--- config.mk ---
export PLATFORM = sky130hd
export DESIGN_NAME = virtio_mmio_register_block_core
export DESIGN_NICKNAME = d
export VERILOG_FILES = /design/src/hdl/vmmio_pkg.sv /design/src/hdl/virtio_mmio_register_block_core.sv
export SDC_FILE = /design/constraint.sdc
export NUM_CORES = 1
export LEC_CHECK = 0
export BUFFER_PORTS_ARGS = -buffer_cell sky130_fd_sc_hd__buf_2
export CORE_MARGIN = 2
export CORE_UTILIZATION = 40
export CTS_BUF_LIST = sky130_fd_sc_hd__clkbuf_8
export DETAILED_ROUTE_END_ITERATION = 10
export HOLD_SLACK_MARGIN = 0.15
export PLACE_DENSITY = 0.59
export SYNTH_ARGS = -nofsm -noshare
export SYNTH_HDL_FRONTEND = slang
export SYNTH_SLANG_ARGS = --single-unit
--- constraint.sdc ---
create_clock -name clock -period 4.15 [get_ports clock]
set_clock_uncertainty 0.15 [all_clocks]
set_input_delay 0.6225 -clock clock [delete_from_list [all_inputs] [get_ports clock]]
set_output_delay 0.6225 -clock clock [all_outputs]
set_load 0.03 [all_outputs]
--- src/hdl/vmmio_pkg.sv ---
// shared constants for the virtio mmio register block
package vmmio_pkg;

   localparam int DEF_QUEUE_COUNT  = 2;
   localparam int DEF_QUEUE_MAX    = 256;

   localparam int CSR_INDEX_WIDTH  = 2;
   localparam int CSR_DATA_WIDTH   = 64;

   localparam logic [CSR_INDEX_WIDTH-1:0] CSR_DEVICE_TYPE_ID     = 2'd0;
   localparam logic [CSR_INDEX_WIDTH-1:0] CSR_OFFERED_FEATURES   = 2'd1;
   localparam logic [CSR_INDEX_WIDTH-1:0] CSR_VENDOR_CODE        = 2'd2;
   localparam logic [CSR_INDEX_WIDTH-1:0] CSR_CONFIG_SPACE_BYTES = 2'd3;

   localparam logic [1:0] FUNC_READ  = 2'd0;
   localparam logic [1:0] FUNC_WRITE = 2'd1;
   localparam logic [1:0] FUNC_RAISE = 2'd2;
   localparam logic [1:0] FUNC_NOP   = 2'd3;

   localparam logic [11:0] OFF_MAGIC          = 12'h000;
   localparam logic [11:0] OFF_VERSION        = 12'h004;
   localparam logic [11:0] OFF_DEVICE_ID      = 12'h008;
   localparam logic [11:0] OFF_VENDOR_ID      = 12'h00c;
   localparam logic [11:0] OFF_DEV_FEATURES   = 12'h010;
   localparam logic [11:0] OFF_DEV_FEAT_SEL   = 12'h014;
   localparam logic [11:0] OFF_DRV_FEATURES   = 12'h020;
   localparam logic [11:0] OFF_DRV_FEAT_SEL   = 12'h024;
   localparam logic [11:0] OFF_QUEUE_SEL      = 12'h030;
   localparam logic [11:0] OFF_QUEUE_NUM_MAX  = 12'h034;
   localparam logic [11:0] OFF_QUEUE_NUM      = 12'h038;
   localparam logic [11:0] OFF_QUEUE_READY    = 12'h044;
   localparam logic [11:0] OFF_QUEUE_NOTIFY   = 12'h050;
   localparam logic [11:0] OFF_IRQ_STATUS     = 12'h060;
   localparam logic [11:0] OFF_IRQ_ACK        = 12'h064;
   localparam logic [11:0] OFF_STATUS         = 12'h070;
   localparam logic [11:0] OFF_DESC_LOW       = 12'h080;
   localparam logic [11:0] OFF_DESC_HIGH      = 12'h084;
   localparam logic [11:0] OFF_AVAIL_LOW      = 12'h090;
   localparam logic [11:0] OFF_AVAIL_HIGH     = 12'h094;
   localparam logic [11:0] OFF_USED_LOW       = 12'h0a0;
   localparam logic [11:0] OFF_USED_HIGH      = 12'h0a4;
   localparam logic [11:0] CFG_BASE           = 12'h100;

   localparam logic [31:0] MAGIC_WORD     = 32'h7472_6976;
   localparam logic [31:0] VERSION_WORD   = 32'd2;
   localparam logic [31:0] ALL_ONES       = 32'hffff_ffff;
   localparam int          ST_DRIVER_OK   = 2;
   localparam int          ST_FEATURES_OK = 3;
   localparam logic [8:0]  CFG_MAX_BYTES  = 9'd256;
   localparam logic [3:0]  WORD_BYTES     = 4'd4;

endpackage

--- src/hdl/virtio_mmio_register_block_core.sv ---
// virtio mmio version 2 transport registers: decode, per-queue state and event outputs
//
// One request is taken in every clock cycle (busy is held low); its result appears on the
// rsp_ ports, marked by rsp_valid, in the cycle after the request is taken, set by the
// single result register behind the decode logic. The receiver cannot stall, so results
// must be consumed in the cycle they are shown. Configuration writes through the csr_ port
// take effect at the clock edge where csr_write_enable is high.
module virtio_mmio_register_block_core #(
   parameter int QUEUE_COUNT = vmmio_pkg::DEF_QUEUE_COUNT,
   parameter int QUEUE_MAX   = vmmio_pkg::DEF_QUEUE_MAX
) (
   input  logic                                  clock,
   input  logic                                  reset,
   input  logic                                  start,
   output logic                                  busy,
   input  logic [1:0]                            req_func,
   input  logic [11:0]                           req_reg_offset,
   input  logic [3:0]                            req_access_bytes,
   input  logic [31:0]                           req_write_value,
   output logic                                  rsp_valid,
   output logic [31:0]                           rsp_read_value,
   output logic                                  rsp_irq_level,
   output logic                                  rsp_notify_valid,
   output logic [2:0]                            rsp_notify_queue,
   output logic                                  rsp_features_done,
   output logic [63:0]                           rsp_accepted_features,
   output logic                                  rsp_reset_pulse,
   output logic                                  rsp_config_hit,
   output logic [7:0]                            rsp_config_offset,
   input  logic                                  csr_write_enable,
   input  logic [vmmio_pkg::CSR_INDEX_WIDTH-1:0] csr_index,
   input  logic [vmmio_pkg::CSR_DATA_WIDTH-1:0]  csr_write_data
);
   import vmmio_pkg::*;

   localparam int QW = (QUEUE_COUNT > 1) ? $clog2(QUEUE_COUNT) : 1;
   localparam int SW = $clog2(QUEUE_MAX + 1);
   localparam logic [31:0] QUEUE_COUNT_W = 32'(QUEUE_COUNT);
   localparam logic [31:0] QUEUE_MAX_W   = 32'(QUEUE_MAX);

   // configuration
   logic [7:0]  device_type_id_ff,     device_type_id_in;
   logic [63:0] offered_features_ff,   offered_features_in;
   logic [31:0] vendor_code_ff,        vendor_code_in;
   logic [8:0]  config_space_bytes_ff, config_space_bytes_in;

   // device state
   logic [31:0] device_status_ff,      device_status_in;
   logic [31:0] irq_status_ff,         irq_status_in;
   logic [31:0] dev_feature_select_ff, dev_feature_select_in;
   logic [31:0] drv_feature_select_ff, drv_feature_select_in;
   logic [63:0] driver_features_ff,    driver_features_in;
   logic [31:0] queue_select_ff,       queue_select_in;
   logic [31:0] desc_low_ff,           desc_low_in;
   logic [31:0] avail_low_ff,          avail_low_in;
   logic [31:0] used_low_ff,           used_low_in;
   logic [SW-1:0] queue_size_ff  [QUEUE_COUNT];
   logic [SW-1:0] queue_size_in  [QUEUE_COUNT];
   logic          queue_ready_ff [QUEUE_COUNT];
   logic          queue_ready_in [QUEUE_COUNT];
   logic [63:0]   queue_desc_ff  [QUEUE_COUNT];
   logic [63:0]   queue_desc_in  [QUEUE_COUNT];
   logic [63:0]   queue_avail_ff [QUEUE_COUNT];
   logic [63:0]   queue_avail_in [QUEUE_COUNT];
   logic [63:0]   queue_used_ff  [QUEUE_COUNT];
   logic [63:0]   queue_used_in  [QUEUE_COUNT];

   // result register
   logic        rsp_valid_ff,         rsp_valid_in;
   logic [31:0] read_value_ff,        read_value_in;
   logic        irq_level_ff,         irq_level_in;
   logic        notify_valid_ff,      notify_valid_in;
   logic [2:0]  notify_queue_ff,      notify_queue_in;
   logic        features_done_ff,     features_done_in;
   logic [63:0] accepted_features_ff, accepted_features_in;
   logic        reset_pulse_ff,       reset_pulse_in;
   logic        config_hit_ff,        config_hit_in;
   logic [7:0]  config_offset_ff,     config_offset_in;

   logic          accept;
   logic [8:0]    cfg_size;
   logic          in_cfg;
   logic          word_access;
   logic          qok;
   logic [QW-1:0] qidx;
   logic [31:0]   wv;
   logic [11:0]   cfg_rel;

   assign busy   = 1'b0;
   assign accept = start && !busy;
   assign wv     = req_write_value;

   assign cfg_size    = (config_space_bytes_ff > CFG_MAX_BYTES) ? CFG_MAX_BYTES
                                                                 : config_space_bytes_ff;
   assign cfg_rel     = req_reg_offset - CFG_BASE;
   assign in_cfg      = (req_reg_offset >= CFG_BASE) && (cfg_rel < {3'b000, cfg_size});
   assign word_access = (req_access_bytes == WORD_BYTES);
   assign qok         = queue_select_ff < QUEUE_COUNT_W;
   assign qidx        = queue_select_ff[QW-1:0];

   always_comb begin
      device_type_id_in     = device_type_id_ff;
      offered_features_in   = offered_features_ff;
      vendor_code_in        = vendor_code_ff;
      config_space_bytes_in = config_space_bytes_ff;
      if (csr_write_enable) begin
         unique case (csr_index)
            CSR_DEVICE_TYPE_ID:     device_type_id_in     = csr_write_data[7:0];
            CSR_OFFERED_FEATURES:   offered_features_in   = csr_write_data;
            CSR_VENDOR_CODE:        vendor_code_in        = csr_write_data[31:0];
            CSR_CONFIG_SPACE_BYTES: config_space_bytes_in = csr_write_data[8:0];
            default: ;
         endcase
      end
   end

   always_comb begin
      device_status_in      = device_status_ff;
      irq_status_in         = irq_status_ff;
      dev_feature_select_in = dev_feature_select_ff;
      drv_feature_select_in = drv_feature_select_ff;
      driver_features_in    = driver_features_ff;
      queue_select_in       = queue_select_ff;
      desc_low_in           = desc_low_ff;
      avail_low_in          = avail_low_ff;
      used_low_in           = used_low_ff;
      queue_size_in         = queue_size_ff;
      queue_ready_in        = queue_ready_ff;
      queue_desc_in         = queue_desc_ff;
      queue_avail_in        = queue_avail_ff;
      queue_used_in         = queue_used_ff;

      rsp_valid_in          = accept;
      read_value_in         = '0;
      notify_valid_in       = 1'b0;
      notify_queue_in       = '0;
      features_done_in      = 1'b0;
      accepted_features_in  = '0;
      reset_pulse_in        = 1'b0;
      config_hit_in         = 1'b0;
      config_offset_in      = '0;

      if (accept) begin
         unique case (req_func)
            FUNC_READ, FUNC_WRITE: begin
               if (in_cfg) begin
                  config_hit_in    = 1'b1;
                  config_offset_in = cfg_rel[7:0];
               end else if (word_access && req_func == FUNC_READ) begin
                  unique case (req_reg_offset)
                     OFF_MAGIC:         read_value_in = MAGIC_WORD;
                     OFF_VERSION:       read_value_in = VERSION_WORD;
                     OFF_DEVICE_ID:     read_value_in = {24'd0, device_type_id_ff};
                     OFF_VENDOR_ID:     read_value_in = vendor_code_ff;
                     OFF_DEV_FEATURES: begin
                        if (dev_feature_select_ff == 32'd0)
                           read_value_in = offered_features_ff[31:0];
                        else if (dev_feature_select_ff == 32'd1)
                           read_value_in = offered_features_ff[63:32];
                     end
                     OFF_QUEUE_NUM_MAX: read_value_in = qok ? QUEUE_MAX_W : '0;
                     OFF_QUEUE_READY:
                        read_value_in = {31'd0, qok && queue_ready_ff[qidx]};
                     OFF_IRQ_STATUS:    read_value_in = irq_status_ff;
                     OFF_STATUS:        read_value_in = device_status_ff;
                     default: ;
                  endcase
               end else if (word_access) begin
                  unique case (req_reg_offset)
                     OFF_DEV_FEAT_SEL: dev_feature_select_in = wv;
                     OFF_DRV_FEATURES: begin
                        if (drv_feature_select_ff == 32'd0)
                           driver_features_in[31:0] = wv;
                        else if (drv_feature_select_ff == 32'd1)
                           driver_features_in[63:32] = wv;
                     end
                     OFF_DRV_FEAT_SEL: drv_feature_select_in = wv;
                     OFF_QUEUE_SEL:    queue_select_in = wv;
                     OFF_QUEUE_NUM: begin
                        // power of two (or zero) no larger than the maximum
                        if (qok && wv <= QUEUE_MAX_W && (wv & (wv - 32'd1)) == 32'd0)
                           queue_size_in[qidx] = wv[SW-1:0];
                     end
                     OFF_QUEUE_READY: begin
                        if (qok) queue_ready_in[qidx] = (wv != 32'd0);
                     end
                     OFF_QUEUE_NOTIFY: begin
                        if (wv < QUEUE_COUNT_W) begin
                           notify_valid_in = 1'b1;
                           notify_queue_in = wv[2:0];
                        end
                     end
                     OFF_IRQ_ACK: irq_status_in = irq_status_ff & (wv ^ ALL_ONES);
                     OFF_STATUS: begin
                        if (wv == 32'd0) begin
                           // device reset; the address low latches survive
                           reset_pulse_in        = 1'b1;
                           device_status_in      = '0;
                           irq_status_in         = '0;
                           dev_feature_select_in = '0;
                           drv_feature_select_in = '0;
                           driver_features_in    = '0;
                           queue_select_in       = '0;
                           for (int i = 0; i < QUEUE_COUNT; i++) begin
                              queue_size_in[i]  = '0;
                              queue_ready_in[i] = 1'b0;
                              queue_desc_in[i]  = '0;
                              queue_avail_in[i] = '0;
                              queue_used_in[i]  = '0;
                           end
                        end else begin
                           device_status_in = wv;
                           if (wv[ST_FEATURES_OK] && !wv[ST_DRIVER_OK]) begin
                              features_done_in     = 1'b1;
                              accepted_features_in = driver_features_ff;
                           end
                        end
                     end
                     OFF_DESC_LOW:   if (qok) desc_low_in  = wv;
                     OFF_DESC_HIGH:  if (qok) queue_desc_in[qidx]  = {wv, desc_low_ff};
                     OFF_AVAIL_LOW:  if (qok) avail_low_in = wv;
                     OFF_AVAIL_HIGH: if (qok) queue_avail_in[qidx] = {wv, avail_low_ff};
                     OFF_USED_LOW:   if (qok) used_low_in  = wv;
                     OFF_USED_HIGH:  if (qok) queue_used_in[qidx]  = {wv, used_low_ff};
                     default: ;
                  endcase
               end
            end
            FUNC_RAISE: irq_status_in = irq_status_ff | wv;
            FUNC_NOP: ;
            default: ;
         endcase
      end

      irq_level_in = (irq_status_in != 32'd0);
   end

   always_ff @(posedge clock) begin
      if (reset) begin
         device_type_id_ff     <= '0;
         offered_features_ff   <= '0;
         vendor_code_ff        <= '0;
         config_space_bytes_ff <= '0;
         device_status_ff      <= '0;
         irq_status_ff         <= '0;
         dev_feature_select_ff <= '0;
         drv_feature_select_ff <= '0;
         driver_features_ff    <= '0;
         queue_select_ff       <= '0;
         desc_low_ff           <= '0;
         avail_low_ff          <= '0;
         used_low_ff           <= '0;
         for (int i = 0; i < QUEUE_COUNT; i++) begin
            queue_size_ff[i]  <= '0;
            queue_ready_ff[i] <= 1'b0;
            queue_desc_ff[i]  <= '0;
            queue_avail_ff[i] <= '0;
            queue_used_ff[i]  <= '0;
         end
         rsp_valid_ff          <= 1'b0;
      end else begin
         device_type_id_ff     <= device_type_id_in;
         offered_features_ff   <= offered_features_in;
         vendor_code_ff        <= vendor_code_in;
         config_space_bytes_ff <= config_space_bytes_in;
         device_status_ff      <= device_status_in;
         irq_status_ff         <= irq_status_in;
         dev_feature_select_ff <= dev_feature_select_in;
         drv_feature_select_ff <= drv_feature_select_in;
         driver_features_ff    <= driver_features_in;
         queue_select_ff       <= queue_select_in;
         desc_low_ff           <= desc_low_in;
         avail_low_ff          <= avail_low_in;
         used_low_ff           <= used_low_in;
         queue_size_ff         <= queue_size_in;
         queue_ready_ff        <= queue_ready_in;
         queue_desc_ff         <= queue_desc_in;
         queue_avail_ff        <= queue_avail_in;
         queue_used_ff         <= queue_used_in;
         rsp_valid_ff          <= rsp_valid_in;
      end
   end

   // result payload, qualified by rsp_valid
   always_ff @(posedge clock) begin
      read_value_ff        <= read_value_in;
      irq_level_ff         <= irq_level_in;
      notify_valid_ff      <= notify_valid_in;
      notify_queue_ff      <= notify_queue_in;
      features_done_ff     <= features_done_in;
      accepted_features_ff <= accepted_features_in;
      reset_pulse_ff       <= reset_pulse_in;
      config_hit_ff        <= config_hit_in;
      config_offset_ff     <= config_offset_in;
   end

   assign rsp_valid             = rsp_valid_ff;
   assign rsp_read_value        = read_value_ff;
   assign rsp_irq_level         = irq_level_ff;
   assign rsp_notify_valid      = notify_valid_ff;
   assign rsp_notify_queue      = notify_queue_ff;
   assign rsp_features_done     = features_done_ff;
   assign rsp_accepted_features = accepted_features_ff;
   assign rsp_reset_pulse       = reset_pulse_ff;
   assign rsp_config_hit        = config_hit_ff;
   assign rsp_config_offset     = config_offset_ff;

endmodule

==> out/results.txt, run 1 <==
Setup WS post-layout - 0.478 ns
Initial Util - 40.5%
clock sink count - 452
Max Slew Vio Count - 0
GPL Wtd Cong - 0.889
crit path launch type - input port
Max Fclk - 272 MHz
Arr. time, crit path - 4.01 ns
async set-reset flop share out of synthesis - 0%
Rows - 76
post-synth cell types - 57
area fraction of the dominant cell type after synthesis - 52.0%
slew at the pin closest to its max-slew limit - 1.16 ns
DP HPWL - 36.1 mm
Die Span Y - 213 um
combinational share of power - 5.7%
Critical R2R Launch - drv_feature_select_ff[23]
total power - 8.99 mW
Pint - 6.84 mW
initial detailed-routing violation count - 1247
layout filler cell count - 4235
die area - 0.0452 sq mm
core footprint - 0.0430 sq mm
TritonCTS clock tree - built
Worst setup EP type - flip-flop
crit path kind - in -> reg
area grow syn2layout - 24.3%
Clock Latency Late Sink - 0.64 ns
VDD IR-drop max - 295 uV
nets - 2479
Data required, critical path - 4.49 ns
R2R setup slack - 1.52 ns
Reg power frac - 49.2%
clock share of power - 45.1%
clock buffer count from CTS - 76
All-Layer GR Usage - 23.8%
H-tree depth - 3
top post-synthesis cells by count - nand2_1, dfxtp_1, a21oi_1, nor2_1, clkbuf_1
WL final - 54.4 mm
FF-to-FF path depth - 8
fin util - 50.3%
final setup violation count - 0
Sw Share - 23.9%
largest net degree at the start of global routing - 124
Worst slew margin - 22.9%
Final Hold Fails - 0
Final Critical Period - 3.67 ns
RSZ-0062 raised after global routing - no
Syn Area/Cell - 8.48 sq um
CTS Root Cell - clkbuf_8
clock tree buffer depth - 3
post-DR vias/cell - 5.20
area leader, netlist - dfxtp_1
outcome - finished clean
final setup TNS - 0 ns
grt ovf - 0
worst reg2reg path endpoint - driver_features_ff[27]
Post-synth EDFFs - 0
Critical Path End - rsp_irq_level
pwr dens - 416 mW/mm^2
Cells after Synth - 2051
drt pass-1 iters - 5
flops & latches, synth - 452
Pleak - 8.16 nW
Ys Warns - 0
critical-path cell list - dlygate4sd3_1 -> buf_2 -> nor3_1 -> nand3_1 -> or3_1 -> o32ai_2 -> o21ai_0 -> a221oi_1 -> nand4_1
max-cap viol count - 0
Post-CTS Setup Bufs - 0
share of cells above drive strength 1 - 18.1%
switching power - 2.15 mW
Post-DRT Antenna Nets - 0
CP max stage cell - o32ai_2
top_reg_cell synth - dfxtp_1
main area contributors after synthesis - dfxtp_1, nand2_1, a21oi_1
Period Utilization, post-route - 88.5%
vias in the first global route - 14900
CP Max Fanout - 9
IO Count - 234
Die Wd - 213 um
initial antenna violation count - 2
CP peak stage delay - 0.59 ns
sequential share of the synthesized area - 52.0%
Mapped Area - 0.0174 sq mm
vias - 15600
most frequent cell after synthesis - nand2_1
Hold WC Path Type - in -> reg
DRC - 0
Critical Path Source - req_write_value[29]
wire length per cell - 18.2 um
number of port buffers - 232
Placement Setup Slack - 0.404 ns
clock-pin slew on the worst setup and hold paths - 0.06 ns
first-pass GRT wire length - 83.7 mm
power groups by stage:
stage / combinational [mW] / clock (mW) / sequential (mW)
after detailed placement: 0.436 / 0 / 4.52
after global routing: 0.555 / 4.36 / 4.43
after floorplan: 0.236 / 0 / 4.51
after CTS: 0.507 / 4.16 / 4.42
final: 0.510 / 4.05 / 4.42
after global placement: 0.431 / 0 / 4.52
worst max-delay path, delay by kind of cell:
kind | cells | cell delay, ns
compound gates | 3 | 1.20
buf+inv | 2 | 0.74
simple gates | 4 | 1.43
per-stage QoR:
step / cell area [sq um] / instances / hold WS [ns]
4_1_cts: 21600 / 2991 / 0.151
3_5_place_dp: 19100 / 2764 / 0.289
5_1_grt: 21600 / 2991 / 0.195
6_report: 21600 / 2992 / 0.196
3_3_place_gp: 19100 / 2764 / 0.284
2_1_floorplan: 17400 / 2053 / 0.277
cell usage in the layout (no fill, tap or decap), types with 4 or more instances in the layout:
cell type / count
nand2_1: 530
dfxtp_1: 452
a21oi_1: 269
buf_2: 231
nor2_1: 134
and2_1: 100
clkbuf_8: 95
dlygate4sd3_1: 93
mux2i_1: 72
inv_1: 42
nor4_1: 37
mux2_2: 36
buf_4: 31
a31oi_1: 29
o21ai_0: 29
a222oi_1: 20
nor2b_1: 19
a22o_1: 16
nand3_1: 14
nand4_1: 14
a221oi_1: 14
nor3_1: 13
a22oi_1: 11
ha_1: 9
clkinv_2: 7
nand3b_1: 6
a21o_1: 5
or4_1: 4
o21ai_1: 4
buf_12: 4
repair_timing:
item | CTS | global route
gates resized for setup | 0 | 0
endpoints found under the hold margin | 134 | 0
hold buffers | 93 | 0
metal layers:
| metal | wire [um] | share of wire [%] | GRT usage [%] | up-vias |
|---|---|---|---|---|
| met2 | 25300 | 46 | 38.0 | 534 |
| met1 | 24100 | 44 | 31.7 | 7354 |
| met3 | 3440 | 6.3 | 4.33 | 100 |
| li1 | - | - | - | 7560 |
| met5 | 27 | 0.050 | 0 | - |
| met4 | 1570 | 2.9 | 9.52 | 4 |
flip-flops by register name, summed over array words and instances (netlist names):
name	count
rsp_config_offset	8
driver_features_ff	64
irq_status_ff	32
queue_ready_ff	2
rsp_accepted_features	64
rsp_features_done	1
device_type_id_ff	8
rsp_read_value	32
rsp_config_hit	1
vendor_code_ff	32
device_status_ff	32
offered_features_ff	64
rsp_valid	1
rsp_reset_pulse	1
rsp_notify_queue	3
drv_feature_select_ff	32
rsp_notify_valid	1
queue_select_ff	32
dev_feature_select_ff	32
config_space_bytes_ff	9
rsp_irq_level	1
worst min path at each step:
stage	from	end	cells after the start
6_report	req_write_value[11]	device_status_ff[11]	3
5_1_grt	req_write_value[24]	device_status_ff[24]	3
4_1_cts	req_write_value[11]	device_status_ff[11]	3
3_5_place_dp	driver_features_ff[56]	rsp_accepted_features[56]	1
3_3_place_gp	driver_features_ff[50]	driver_features_ff[50]	2
2_1_floorplan	driver_features_ff[38]	driver_features_ff[38]	2
layout make-up:
class | count | area, sq um | area share, %
antenna | 1 | 2.50 | 0.0116
clock buffer | 95 | 1310 | 6.05
clock inverter | 39 | 255 | 1.18
inverter | 19 | 71.3 | 0.330
multi-input combinational | 1441 | 7790 | 36.0
sequential | 452 | 9050 | 41.8
tap | 585 | 732 | 3.38
timing repair buffer | 360 | 2410 | 11.2
cell families (layout without fill, tap and decap cells):
kind of cell | Yosys count | in the layout | share of synthesized area (%)
fa+ha+maj | 9 | 9 | 0.647
simple gates | 906 | 906 | 23.2
compound gates | 414 | 414 | 13.9
xor+xnor | 1 | 1 | 0.0503
other cells | 1 | 4 | 0.0215
buf+inv | 160 | 513 | 3.67
flops | 452 | 452 | 52.0
mux | 108 | 108 | 6.47
No activity file was read; power rests on OpenSTA's default activity.
==> run 2: changes to the inputs <==
--- a/config.mk
+++ b/config.mk
@@ -5,12 +5,15 @@
 export SDC_FILE = /design/constraint.sdc
 export NUM_CORES = 1
 export LEC_CHECK = 0
+export ABC_AREA = 1
 export BUFFER_PORTS_ARGS = -buffer_cell sky130_fd_sc_hd__buf_2
+export CORE_ASPECT_RATIO = 1.4
 export CORE_MARGIN = 2
 export CORE_UTILIZATION = 40
 export CTS_BUF_LIST = sky130_fd_sc_hd__clkbuf_8
 export DETAILED_ROUTE_END_ITERATION = 10
 export HOLD_SLACK_MARGIN = 0.15
+export MAX_ROUTING_LAYER = met4
 export PLACE_DENSITY = 0.59
 export SYNTH_ARGS = -nofsm -noshare
 export SYNTH_HDL_FRONTEND = slang
==> run 2 against run 1 <==
Utilization is 1.3 points lower. Via count is 11% higher. Synthesized area is 6.7% higher. Total power is 1.3% higher. Fmax is 16% higher. Largest cell class unchanged.
==> out/results.txt, run 2 <==
Critical R2R Launch - config_space_bytes_ff[4] (was drv_feature_select_ff[23])
Ys Warns - 0 (unchanged)
most frequent cells in the layout - nor2_1, dfxtp_1, o21ai_0 (was nand2_1, dfxtp_1, a21oi_1)
number of port buffers - 232 (unchanged)
Final Cell Area - 0.0225 sq mm (was 0.0216 sq mm)
switching power - 2.23 mW (was 2.15 mW)
clock tree buffer depth - 3 (unchanged)
worst reg2reg path endpoint - driver_features_ff[52] (was driver_features_ff[27])
first-pass GRT wire length - 89.0 mm (was 83.7 mm)
DRC - 0 (unchanged)
Hold Path Sink - device_status_ff[3] (was device_status_ff[11])
top_reg_cell synth - dfxtp_1 (unchanged)
top post-synthesis cells by count - nor2_1, dfxtp_1, o21ai_0, nand2_1, inv_1 (was nand2_1, dfxtp_1, a21oi_1, nor2_1, clkbuf_1)
VDD IR-drop max - 262 uV (was 295 uV)
IO Count - 234 (unchanged)
Setup WS post-layout - 0.991 ns (was 0.478 ns)
DP Area - 0.0201 sq mm (was 0.0191 sq mm)
Hold Crit Start - req_write_value[3] (was req_write_value[11])
H-tree depth - 3 (unchanged)
initial antenna violation count - 4 (was 2)
placed insts - 3240 (was 2764)
Syn Area/Cell - 7.40 sq um (was 8.48 sq um)
clock buffer count from CTS - 73 (was 76)
crit path launch type - input port (unchanged)
pwr dens - 404 mW/mm^2 (was 416 mW/mm^2)
Critical Path Source - req_write_value[30] (was req_write_value[29])
GPL Wtd Cong - 0.901 (was 0.889)
TritonCTS clock tree - built (unchanged)
post-synth cell types - 49 (was 57)
WL final - 56.5 mm (was 54.4 mm)
Worst slew margin - 22.9% (about the same)
clock-pin slew on the worst setup and hold paths - 0.06 ns (about the same)
Rows - 93 (was 76)
Post-synth EDFFs - 0 (unchanged)
final setup violation count - 0 (unchanged)
combinational share of power - 6.7% (was 5.7%)
worst hold path depth - 3 (unchanged)
Die Span Y - 259 um (was 213 um)
flops & latches, synth - 452 (unchanged)
wire length per cell - 16.3 um (was 18.2 um)
async set-reset flop share out of synthesis - 0% (unchanged)
FF-to-FF path depth - 15 (was 8)
All-Layer GR Usage - 24.1% (was 23.8%)
Layout Cells excl Fill - 3460 (was 2992)
Reg power frac - 48.8% (was 49.2%)
Worst setup EP type - flip-flop (unchanged)
CTS Root Cell - clkbuf_8 (unchanged)
largest net degree at the start of global routing - 121 (was 124)
Max Slew Vio Count - 0 (unchanged)
Pint - 6.87 mW (was 6.84 mW)
vias in the first global route - 16600 (was 14900)
drt pass-1 iters - 6 (was 5)
area leader, netlist - dfxtp_1 (unchanged)
Sw Share - 24.5% (was 23.9%)
Post-DRT Antenna Nets - 0 (unchanged)
total power - 9.10 mW (was 8.99 mW)
Period Utilization, post-route - 76.1% (was 88.5%)
fin util - 49.0% (was 50.3%)
most frequent cell after synthesis - nor2_1 (was nand2_1)
clock share of power - 44.5% (was 45.1%)
Hold WC Path Type - in -> reg (unchanged)
outcome - finished clean (unchanged)
crit path kind - in -> reg (unchanged)
Hold WS - 0.185 ns (was 0.196 ns)
Final Critical Period - 3.16 ns (was 3.67 ns)
post-CTS sizing - 0 (unchanged)
sequential share of the synthesized area - 48.8% (was 52.0%)
final setup TNS - 0 ns (unchanged)
clock sink count - 452 (unchanged)
share of cells above drive strength 1 - 15.8% (was 18.1%)
RSZ-0062 raised after global routing - no (unchanged)
Pleak - 9.33 nW (was 8.16 nW)
R2R setup slack - 1.00 ns (was 1.52 ns)
Mapped Area - 0.0186 sq mm (was 0.0174 sq mm)
CP Max Fanout - 28 (was 9)
core footprint - 0.0460 sq mm (was 0.0430 sq mm)
DP HPWL - 39.7 mm (was 36.1 mm)
grt ovf - 0 (unchanged)
Final Hold Fails - 0 (unchanged)
post-DR vias/cell - 4.99 (was 5.20)
Arr. time, crit path - 3.54 ns (was 4.01 ns)
initial detailed-routing violation count - 1143 (was 1247)
main area contributors after synthesis - dfxtp_1, nor2_1, o21ai_0 (was dfxtp_1, nand2_1, a21oi_1)
Die Wd - 186 um (was 213 um)
vias - 17300 (was 15600)
area grow syn2layout - 21.4% (was 24.3%)
nets - 2916 (was 2479)
Placement Setup Slack - 0.796 ns (was 0.404 ns)
die area - 0.0482 sq mm (was 0.0452 sq mm)
area fraction of the dominant cell type after synthesis - 48.8% (was 52.0%)
Max Fclk - 317 MHz (was 272 MHz)
Data required, critical path - 4.53 ns (was 4.49 ns)
Cells after Synth - 2508 (was 2051)
commonest non-fill, non-tap cell in the layout - nor2_1 (was nand2_1)
max-cap viol count - 0 (unchanged)
slew at the pin closest to its max-slew limit - 1.16 ns (about the same)
Clock Latency Late Sink - 0.65 ns (was 0.64 ns)
Initial Util - 40.4% (was 40.5%)
run 2: repair_timing:
item	in CTS	in global routing
buffers inserted	0	0
hold buffers	89	0
hold endpoints to repair	120	0
endpoints found under the setup margin	0	0
run 2: layer usage:
| layer | track usage (%) | vias to the layer above | part of all wire [%] |
|---|---|---|---|
| met4 | 10.6 | 0 | 3.3 |
| met3 | 3.05 | 107 | 5.1 |
| met2 | 41.2 | 510 | 50 |
| met1 | 28.2 | 7925 | 42 |
| met5 | - | - | 0 |
| li1 | - | 8718 | - |
run 2: layout make-up:
class,count,area [sq um]
clock buffers,88,1210
fillers,4663,23400
flip-flops and latches,452,9050
repair buffers,354,2310
multi-input cells,1640,7850
well taps,617,772
clock inverters,39,325
inverters,266,1000
diodes,4,10.0
run 2: critical path, stage by stage:
cell           delay (ns)
dlygate4sd3_1        0.54
buf_2                0.17
nor2_1               0.10
nand2_1              0.06
nor2_1               0.10
nand2_1              0.21
o21ai_2              0.37
buf_4                0.43
nand3_1              0.14
nand2_1              0.08
nand2_1              0.05
a21oi_1              0.18
nand2_1              0.08
nor2_1               0.13
nand2_1              0.12
nor2_1               0.11
nand2_1              0.05
run 2: power by group through the flow:
stage                     Clock [mW]  Combinational [mW]  Sequential, mW
final                           4.05               0.609            4.44
after global routing            4.35               0.678            4.45
after CTS                       4.16               0.608            4.44
after detailed placement           0               0.540            4.54
after global placement             0               0.533            4.54
after floorplan                    0               0.319            4.53
run 2: kinds of logic (layout without fill, tap and decap cells):
family	Yosys count	after routing	synth area share, %
adder cells (fa/ha/maj)	9	9	0.607
buffers and inverters	418	747	9.13
other	1	7	0.0202
AO/OA/AOI/OAI	654	654	19.0
flip-flops	452	452	48.8
AND/OR/NAND/NOR	974	974	22.5
run 2: worst max-delay path by stage:
stage                                endpoint  slack, ns  cells past startpoint
global placement       driver_features_ff[13]       0.84                     16
floorplan           drv_feature_select_ff[20]       1.56                     17
finish                          rsp_irq_level       0.99                     17
detailed placement     driver_features_ff[17]       0.80                     16
CTS                    driver_features_ff[44]       1.00                     15
global route           driver_features_ff[52]       0.62                     15
